File: src/rtl/i2cbs_pkg.sv
// Shared types and constants for the I2C master bit sequencer.
`timescale 1ns / 1ps

package i2cbs_pkg;

  localparam int unsigned DELAY_BITS = 8;
  localparam logic [DELAY_BITS-1:0] DELAY_RESET = DELAY_BITS'(10);

  typedef enum logic [2:0] {
    CMD_IDLE    = 3'd0,
    CMD_START   = 3'd1,
    CMD_STOP    = 3'd2,
    CMD_SEND    = 3'd3,
    CMD_READ    = 3'd4,
    CMD_WAITACK = 3'd5,
    CMD_ACK     = 3'd6,
    CMD_NACK    = 3'd7
  } cmd_e;

  typedef struct packed {
    logic       scl_level;
    logic       sda_level;
    logic       busy_res;
    logic       done_res;
    logic [7:0] read_data;
    logic       ack_missing;
  } res_t;

endpackage

File: src/rtl/i2cbs_core.sv
// Command sequencer: holds the bus state and advances it by one tick per transaction.
`timescale 1ns / 1ps

module i2cbs_core import i2cbs_pkg::*; (
  input  logic                  clk_i,
  input  logic                  rst_ni,
  input  logic                  step_i,
  input  logic [2:0]            operation_i,
  input  logic [7:0]            write_data_i,
  input  logic                  sda_sample_i,
  input  logic [DELAY_BITS-1:0] delay_i,
  output res_t                  res_o
);

  cmd_e                  cmd_q, cmd_d, cmd_cur, op;
  logic [2:0]            phase_q, phase_d, phase_cur;
  logic [3:0]            bit_q, bit_d, bit_cur, bit_next;
  logic [DELAY_BITS-1:0] wait_q, wait_d;
  logic [7:0]            shift_q, shift_d, shift_cur;
  logic [7:0]            read_q, read_d;
  logic                  scl_q, scl_d, sda_q, sda_d, ack_q, ack_d;
  logic                  run, done;

  assign op       = cmd_e'(operation_i);
  assign bit_next = bit_cur + 4'd1;

  always_comb begin : next_state
    cmd_cur   = cmd_q;
    phase_cur = phase_q;
    bit_cur   = bit_q;
    shift_cur = shift_q;
    run       = 1'b0;
    done      = 1'b0;
    cmd_d     = cmd_q;
    phase_d   = phase_q;
    bit_d     = bit_q;
    wait_d    = wait_q;
    shift_d   = shift_q;
    scl_d     = scl_q;
    sda_d     = sda_q;
    ack_d     = ack_q;
    read_d    = read_q;

    if (cmd_q == CMD_IDLE) begin
      if (op != CMD_IDLE) begin
        cmd_cur   = op;
        cmd_d     = op;
        phase_cur = 3'd0;
        bit_cur   = 4'd0;
        shift_cur = (op == CMD_SEND) ? write_data_i : 8'd0;
        run       = 1'b1;
      end
    end else if (wait_q <= DELAY_BITS'(1)) begin
      run = 1'b1;
    end else begin
      wait_d = wait_q - DELAY_BITS'(1);
    end

    if (run) begin
      phase_d = phase_cur;
      bit_d   = bit_cur;
      shift_d = shift_cur;
      wait_d  = '0;
      unique case (cmd_cur)
        CMD_START: begin
          if (phase_cur == 3'd0) begin
            sda_d = 1'b1; scl_d = 1'b1; phase_d = 3'd1; wait_d = delay_i;
          end else if (phase_cur == 3'd1) begin
            sda_d = 1'b0; phase_d = 3'd2; wait_d = delay_i;
          end else if (phase_cur == 3'd2) begin
            scl_d = 1'b0; phase_d = 3'd3; wait_d = delay_i;
          end else begin
            done = 1'b1;
          end
        end
        CMD_STOP: begin
          if (phase_cur == 3'd0) begin
            sda_d = 1'b0; scl_d = 1'b1; phase_d = 3'd1; wait_d = delay_i;
          end else begin
            sda_d = 1'b1; done = 1'b1;
          end
        end
        CMD_SEND: begin
          if (phase_cur == 3'd0) begin
            sda_d = shift_cur[7]; phase_d = 3'd1; wait_d = delay_i;
          end else if (phase_cur == 3'd1) begin
            scl_d = 1'b1; phase_d = 3'd2; wait_d = delay_i;
          end else if (phase_cur == 3'd2) begin
            scl_d = 1'b0;
            if (bit_cur == 4'd7) begin
              sda_d = 1'b1;
            end
            shift_d = {shift_cur[6:0], 1'b0};
            bit_d   = bit_next;
            phase_d = (bit_next >= 4'd8) ? 3'd3 : 3'd0;
            wait_d  = delay_i;
          end else begin
            done = 1'b1;
          end
        end
        CMD_READ: begin
          if (phase_cur == 3'd0) begin
            scl_d = 1'b1; phase_d = 3'd1; wait_d = delay_i;
          end else if (phase_cur == 3'd1) begin
            shift_d = {shift_cur[6:0], sda_sample_i};
            scl_d   = 1'b0;
            bit_d   = bit_next;
            phase_d = (bit_next >= 4'd8) ? 3'd2 : 3'd0;
            wait_d  = delay_i;
          end else begin
            read_d = shift_cur; done = 1'b1;
          end
        end
        CMD_WAITACK: begin
          if (phase_cur == 3'd0) begin
            sda_d = 1'b1; phase_d = 3'd1; wait_d = delay_i;
          end else if (phase_cur == 3'd1) begin
            scl_d = 1'b1; phase_d = 3'd2; wait_d = delay_i;
          end else if (phase_cur == 3'd2) begin
            ack_d = sda_sample_i; scl_d = 1'b0; phase_d = 3'd3; wait_d = delay_i;
          end else begin
            done = 1'b1;
          end
        end
        CMD_ACK: begin
          if (phase_cur == 3'd0) begin
            sda_d = 1'b0; phase_d = 3'd1; wait_d = delay_i;
          end else if (phase_cur == 3'd1) begin
            scl_d = 1'b1; phase_d = 3'd2; wait_d = delay_i;
          end else if (phase_cur == 3'd2) begin
            scl_d = 1'b0; phase_d = 3'd3; wait_d = delay_i;
          end else begin
            sda_d = 1'b1; done = 1'b1;
          end
        end
        CMD_NACK: begin
          if (phase_cur == 3'd0) begin
            sda_d = 1'b1; phase_d = 3'd1; wait_d = delay_i;
          end else if (phase_cur == 3'd1) begin
            scl_d = 1'b1; phase_d = 3'd2; wait_d = delay_i;
          end else if (phase_cur == 3'd2) begin
            scl_d = 1'b0; phase_d = 3'd3; wait_d = delay_i;
          end else begin
            done = 1'b1;
          end
        end
        default: begin
          done = 1'b1;
        end
      endcase
    end

    if (done) begin
      cmd_d   = CMD_IDLE;
      phase_d = 3'd0;
      bit_d   = 4'd0;
      wait_d  = '0;
    end
  end

  always_comb begin : result
    res_o.scl_level   = scl_d;
    res_o.sda_level   = sda_d;
    res_o.busy_res    = (cmd_d != CMD_IDLE);
    res_o.done_res    = done;
    res_o.read_data   = read_d;
    res_o.ack_missing = ack_d;
  end

  always_ff @(posedge clk_i or negedge rst_ni) begin
    if (!rst_ni) begin
      cmd_q   <= CMD_IDLE;
      phase_q <= 3'd0;
      bit_q   <= 4'd0;
      wait_q  <= '0;
      shift_q <= 8'd0;
      read_q  <= 8'd0;
      scl_q   <= 1'b1;
      sda_q   <= 1'b1;
      ack_q   <= 1'b0;
    end else if (step_i) begin
      cmd_q   <= cmd_d;
      phase_q <= phase_d;
      bit_q   <= bit_d;
      wait_q  <= wait_d;
      shift_q <= shift_d;
      read_q  <= read_d;
      scl_q   <= scl_d;
      sda_q   <= sda_d;
      ack_q   <= ack_d;
    end
  end

endmodule

File: src/rtl/i2c_master_bit_sequencer_unit.sv
// Top level of the I2C master bit sequencer: handshakes, delay register and result register.
//
//   channel  direction  handshake                 payload
//   in       input      in_valid_i / in_ready_o   operation_i, write_data_i, sda_sample_i
//   out      output     out_valid_o / out_ready_i scl_level_o, sda_level_o, busy_res_o,
//                                                 done_res_o, read_data_o, ack_missing_o
//   cfg      input      cfg_valid_i / cfg_ready_o cfg_delay_ticks_i
//
// Each input transaction is one tick and is processed in the cycle it is accepted; its
// result appears in the output register on the next cycle, so one transaction per cycle
// is sustained with out_ready_i high. The output register is the only stage between the two
// sides: a new transaction is taken whenever it is empty or being emptied in the same cycle.
// Reset clears the bus state to idle with both lines released and the delay set to ten.
`timescale 1ns / 1ps

module i2c_master_bit_sequencer_unit import i2cbs_pkg::*; (
  input  logic       clk_i,
  input  logic       rst_ni,
  input  logic       in_valid_i,
  output logic       in_ready_o,
  input  logic [2:0] operation_i,
  input  logic [7:0] write_data_i,
  input  logic       sda_sample_i,
  output logic       out_valid_o,
  input  logic       out_ready_i,
  output logic       scl_level_o,
  output logic       sda_level_o,
  output logic       busy_res_o,
  output logic       done_res_o,
  output logic [7:0] read_data_o,
  output logic       ack_missing_o,
  input  logic       cfg_valid_i,
  output logic       cfg_ready_o,
  input  logic [7:0] cfg_delay_ticks_i
);

  logic [DELAY_BITS-1:0] delay_q;
  logic                  out_valid_q;
  res_t                  res, res_q;
  logic                  accept;

  assign in_ready_o  = !out_valid_q || out_ready_i;
  assign accept      = in_valid_i && in_ready_o;
  assign cfg_ready_o = 1'b1;

  i2cbs_core u_core (
    .clk_i        (clk_i),
    .rst_ni       (rst_ni),
    .step_i       (accept),
    .operation_i  (operation_i),
    .write_data_i (write_data_i),
    .sda_sample_i (sda_sample_i),
    .delay_i      (delay_q),
    .res_o        (res)
  );

  always_ff @(posedge clk_i or negedge rst_ni) begin
    if (!rst_ni) begin
      delay_q <= DELAY_RESET;
    end else if (cfg_valid_i) begin
      delay_q <= DELAY_BITS'(cfg_delay_ticks_i);
    end
  end

  always_ff @(posedge clk_i or negedge rst_ni) begin
    if (!rst_ni) begin
      out_valid_q <= 1'b0;
    end else if (accept) begin
      out_valid_q <= 1'b1;
    end else if (out_ready_i) begin
      out_valid_q <= 1'b0;
    end
  end

  always_ff @(posedge clk_i) begin
    if (accept) begin
      res_q <= res;
    end
  end

  assign out_valid_o   = out_valid_q;
  assign scl_level_o   = res_q.scl_level;
  assign sda_level_o   = res_q.sda_level;
  assign busy_res_o    = res_q.busy_res;
  assign done_res_o    = res_q.done_res;
  assign read_data_o   = res_q.read_data;
  assign ack_missing_o = res_q.ack_missing;

endmodule

File: config.mk
export PLATFORM = sky130hd
export DESIGN_NAME = i2c_master_bit_sequencer_unit
export DESIGN_NICKNAME = d
export VERILOG_FILES = /design/src/rtl/i2cbs_pkg.sv /design/src/rtl/i2cbs_core.sv /design/src/rtl/i2c_master_bit_sequencer_unit.sv
export SDC_FILE = /design/constraint.sdc
export NUM_CORES = 1
export LEC_CHECK = 0
export BUFFER_PORTS_ARGS = -buffer_cell sky130_fd_sc_hd__buf_2
export CORE_MARGIN = 8
export CORE_UTILIZATION = 50
export CTS_BUF_LIST = sky130_fd_sc_hd__clkbuf_4 sky130_fd_sc_hd__clkbuf_8
export DETAILED_ROUTE_END_ITERATION = 10
export HOLD_SLACK_MARGIN = 0.05
export PLACE_DENSITY = 0.75
export SETUP_SLACK_MARGIN = 0.1
export SLEW_MARGIN = 30
export SYNTH_ARGS = -nofsm -noshare
export SYNTH_HDL_FRONTEND = slang
export SYNTH_SLANG_ARGS = --single-unit
File: constraint.sdc
create_clock -name clk_i -period 2.9 [get_ports clk_i]
set_input_delay 0.58 -clock clk_i [delete_from_list [all_inputs] [get_ports clk_i]]
set_output_delay 0.58 -clock clk_i [all_outputs]
set_load 0.02 [all_outputs]
---- Word level (Yosys, flattened, before mapping) ----
Cells that the tools add are included.
word-level totals
  register bits after elaboration ......... 59
  input port bits ......................... 25
  output and inout bits ................... 16
operators by class
  $add $sub $neg .......................... 2
  magnitude comparators ................... 2
  equality and inequality tests ........... 13
  multiplexer cells ....................... 93
  reductions and logical operators ........ 16
operator list
  operator             count
  $mux 8               22
  $mux 3               16
  $mux 1               37
  $mux 4               9
  $pmux 8 s3           1
  $pmux 8 s2           1
  $eq 3x2->1 const B   4
  $eq 3x3->1 const B   4
  $pmux 3 s4           1
  $le 8x1->1 const B   1
  $pmux 4 s2           1
  $reduce_or 4->1      2
  $sub 8x1->8 const B  1
  $eq 3x1->1 const B   2
  $logic_not 3->1      2
  $ne 3x1->1 const B   2
  $reduce_bool 3->1    2
  $pmux 1 s5           1
  $reduce_or 5->1      1
  $add 4x1->4 const B  1
  $eq 4x3->1 const B   1
  $ge 4x4->1 const B   1
  $mux 2               2
  $pmux 1 s4           1
  8 further kinds      10

---- Longest topological paths before layout ----
  depth in word-level cells ............... 12
  depth in mapped cells ................... 13
  gate-level depth less buffers ........... 10

---- Modules after synthesis ----
A second synthesis with hierarchy kept.
unflattened totals
  cells, all modules ...................... 375
  area, all modules ....................... 3539.6 sq um
by module, submodules not included
  module                         instances  cells each  area each (sq um)
  i2cbs_core                     1          339         2760.1
  i2c_master_bit_sequencer_unit  1          36          779.5

---- Least setup slack after synthesis ----
No wires, ideal clock.
  path type ............................... input to register
  start ................................... input operation_i[2]
  end ..................................... register res_q, in the netlist sda_level_o (data pin)
  library setup time ...................... 0.129 ns
  arrival ................................. 2.922 ns
  required time ........................... 2.771 ns
  setup slack ............................. -0.151 ns
  stages .................................. 13
  path buffers ............................ 3
  path through ............................ clkbuf_1 nor3_1 nand2b_1 clkbuf_1 clkbuf_1 and2_1 ha_1 nand2_1 o21ai_0 a211oi_1 a211o_1 nand4b_1 o21a_1
RTL lines
  item                  RTL line                             text
  from (decl)           i2c_master_bit_sequencer_unit.sv:21  input logic [2:0] operation_i,
  to (signal assigned)  i2c_master_bit_sequencer_unit.sv:77  res_q <= res;
  to (decl)             i2c_master_bit_sequencer_unit.sv:39  res_t res, res_q;

---- Worst setup path in the final report ----
  start ................................... register u_core.cmd_q[1]
  end ..................................... register u_core.shift_q[4]
on the way
  longest elaborated chain between the ends .. 7
  elaborated cells between the ends (all ways) .. 18
  those cells by class .................... 4 x eq/ne; 11 x mux; 3 x reduce/logical
ends and longest elaborated chain
  item                    RTL line           text
  from (decl)             i2cbs_core.sv:15   cmd_e cmd_q, cmd_d, cmd_cur, op;
  from (signal assigned)  i2cbs_core.sv:182  cmd_q <= cmd_d;
  $logic_not 3->1         i2cbs_core.sv:44   if (cmd_q == CMD_IDLE) begin
  $mux 3                  i2cbs_core.sv:44
  $eq 3x2->1              i2cbs_core.sv:88   end else if (phase_cur == 3'd2) begin
  $mux 8                  i2cbs_core.sv:88
  $mux 8                  i2cbs_core.sv:86   end else if (phase_cur == 3'd1) begin
  $mux 8                  i2cbs_core.sv:84   if (phase_cur == 3'd0) begin
  $pmux 8 s2              i2cbs_core.sv:64   unique case (cmd_cur)
  to (signal assigned)    i2cbs_core.sv:186  shift_q <= shift_d;
  to (decl)               i2cbs_core.sv:19   logic [7:0] shift_q, shift_d, shift_cur;
Several ways; a longest one is shown, not always the timed one.
A chain may end at the register's enable or synchronous reset.

==> impl_metrics.tcl <==
set metrics [dict create \
    first_pass_iters 5 \
    worst_pin_slew_ns 0.9872 \
    root_buffer "clkbuf_8" \
    synth_area_um2 3301 \
    wl_met1_um 4066 \
    io_buffers 39 \
    numCtsBuffers 9 \
    hold_class "input port to async pin" \
    grt_pass1_wl_um 14390 \
    rsz0062_at_grt "no" \
    syn_nets 382 \
    ys_ff_latch 59 \
    finalSetupTns_ns 0 \
    antenna_found_initial 0 \
    slew_headroom 0.3394 \
    detail_route.vias_per_cell 6.016 \
    final-seq-area_um2 1546 \
    async_flop_share 0.7797 \
    synth_top_area_cell "dfrtp_1" \
    crit_chain "or3_1, nor2_1, nor2_1, buf_4, nor2_1, mux2_2" \
    met2WireLength_um 3808 \
    ios 41 \
    outcome "completed" \
    yosysUniqueCellTypes 66 \
    postCtsResizedCells 0 \
    num_vias 2930 \
    cap_violations 0 \
    routed.top_layer "met4" \
    fin_util 0.6078 \
    worstPathArrival_ns 2.84 \
    drtIter0Drc 258 \
    placed_cell_area_um2 3670 \
    crit_top_cell "nor2_1" \
    grt_max_degree 26 \
    synth_edf_count 13 \
    critPathLaunchType "flop" \
    pwr_density_cell_nw_per_um2 879.1 \
    multi_input_area_um2 1644 \
    area_growth_syn_to_layout_pct 17.59 \
    period_needed_ns 2.615 \
    post_cts_buffers 0 \
    antenna-diode-count 0 \
    ir_drop_uv 548.0 \
    critPathKind "flop to flop" \
    overflow 0 \
    initial_core_util 0.5168 \
    dp_hpwl_um 6252 \
    fillers 584 \
    synth.area.top_cells "dfrtp_1 32%, edfxtp_1 12%, nor2_1 4.8%" \
    rows 29 \
    antenna_left 0 \
    reg2reg_slack_ns 0.29 \
    slowest_stage "nor2_1" \
    critPathBufInv 1 \
    yosys.area.top_type_share 0.3184 \
    worstSetupEndpointType "flop" \
    yosys_warnings 0 \
    chipHeight_um 97.25 \
    min_period_over_period 0.9016 \
    grtUsageTotal 0.1841 \
    nets 433 \
    cts_tree "built" \
    wire_per_inst_um 17.41 \
    hold_viol 0 \
    crit_fanout 14 \
    design_area_um2 3881 \
    clk_latency_ns 0.34 \
    r2r_start "u_core.cmd_q[1]" \
    max_freq_mhz 382.5 \
    slew_violations 0 \
    crit_family "simple AND/OR/NAND/NOR gates" \
    place_congestion 0.9182 \
    coreArea_um2 6386 \
    cts.sinks 59 \
    setup_violations 0 \
    r2r_end "u_core.shift_q[4]" \
    synth_sequential_area_ratio 0.4685 \
    clk_pin_slew_ns 0.07 \
    clockBufferDepth 2 \
    drive_gt1_frac 0.2512 \
    ys.flop_type "dfrtp_1" \
    drc 0 \
    required_ns 3.13 \
    p_leak_nw 1.636 \
    die-area_um2 9458 \
    max_stage_delay_ns 0.77 \
    wl_met3_um 434 \
    first_global_vias 2924 \
    h-tree-depth 3 \
    fin_skew_ns 0.008789 \
    final_cell_mix "42 x nor2_1, 42 x dfrtp_1, 39 x buf_2" \
    wirelength_um 8478 \
    die_w_um 97.25 \
    postSynthAreaPerCell_um2 9.324 \
    rr_worst_depth 6 \
    cts_hold_buf 0 \
    synthCells 354 \
]
==> registers in the layout, indices dropped and copies added (netlist names) <==
name	flops
u_core.phase_q	3
delay_q	8
busy_res_o	1
out_valid_o	1
ack_missing_o	1
read_data_o	8
u_core.read_q	8
u_core.wait_q	8
done_res_o	1
sda_level_o	1
u_core.scl_q	1
u_core.sda_q	1
u_core.shift_q	8
scl_level_o	1
u_core.cmd_q	3
u_core.ack_q	1
u_core.bit_q	4
==> cells in the mapped netlist (7+ instances only) <==
library cell / count
mux2_2: 13
nand2_1: 38
nor3_1: 7
a21oi_1: 24
nor2_1: 42
a22oi_1: 10
inv_1: 7
clkbuf_1: 16
a31oi_1: 7
edfxtp_1: 13
o21ai_0: 30
dfrtp_1: 42
==> routing by layer <==
layer,vias up,track usage
li1,1418,-
met1,1405,0.2520
met2,92,0.2714
met3,15,0.03343
met4,0,0.09207
met5,-,0
==> how the worst max path moves through the flow <==
stage | slack [ns] | end | depth (start not counted) | start
after floorplan | 0.11 | sda_level_o | 13 | operation_i[1]
after global placement | 0.18 | sda_level_o | 11 | operation_i[2]
after detailed placement | 0.09 | u_core.bit_q[1] | 7 | operation_i[2]
after CTS | 0.31 | u_core.shift_q[4] | 6 | u_core.cmd_q[1]
after global routing | 0.12 | u_core.bit_q[3] | 6 | u_core.cmd_q[1]
final | 0.29 | u_core.shift_q[4] | 6 | u_core.cmd_q[1]
==> area by class of cell <==
cell class | instances | share of cell area
clock buffers | 10 | 0.03385
clock inverters | 6 | 0.02063
inverters | 8 | 0.007737
multi-input cells | 267 | 0.4236
flip-flops and latches | 59 | 0.3985
well taps | 77 | 0.02482
repair buffers | 60 | 0.09091
==> cells by family (layout without fill, tap and decap cells) <==
family / count (synthesis) / count (layout) / synth area share
xor gates and xnor gates: 1 / 1 / 0.002654
and+or+nand+nor: 133 / 133 / 0.2017
muxes: 14 / 14 / 0.04738
other: 1 / 1 / 0.001136
buffers and inverters: 28 / 84 / 0.03487
DFF: 59 / 59 / 0.4685
adders and majority gates: 3 / 3 / 0.01137
AOI/OAI and AO/OA: 115 / 115 / 0.2324
==> power breakdown <==
group / internal (mW) / switching [mW]
registers: 1.06 / 0.169
clock network: 0.487 / 0.327
logic: 0.550 / 0.814
total: 2.10 / 1.31
==> per-stage QoR <==
stage               hold WS [ns]  setup slack (ns)  total power [mW]  instances
finish                    0.2006            0.2854             3.412        487
floorplan                 0.2844            0.1121             2.190        354
detailed placement        0.4744           0.09469             2.588        471
global route              0.2271            0.1209             3.660        487
CTS                       0.2034            0.3112             3.414        487
global placement          0.4598            0.1759             2.564        471
Power figures use the tool's default switching activity.
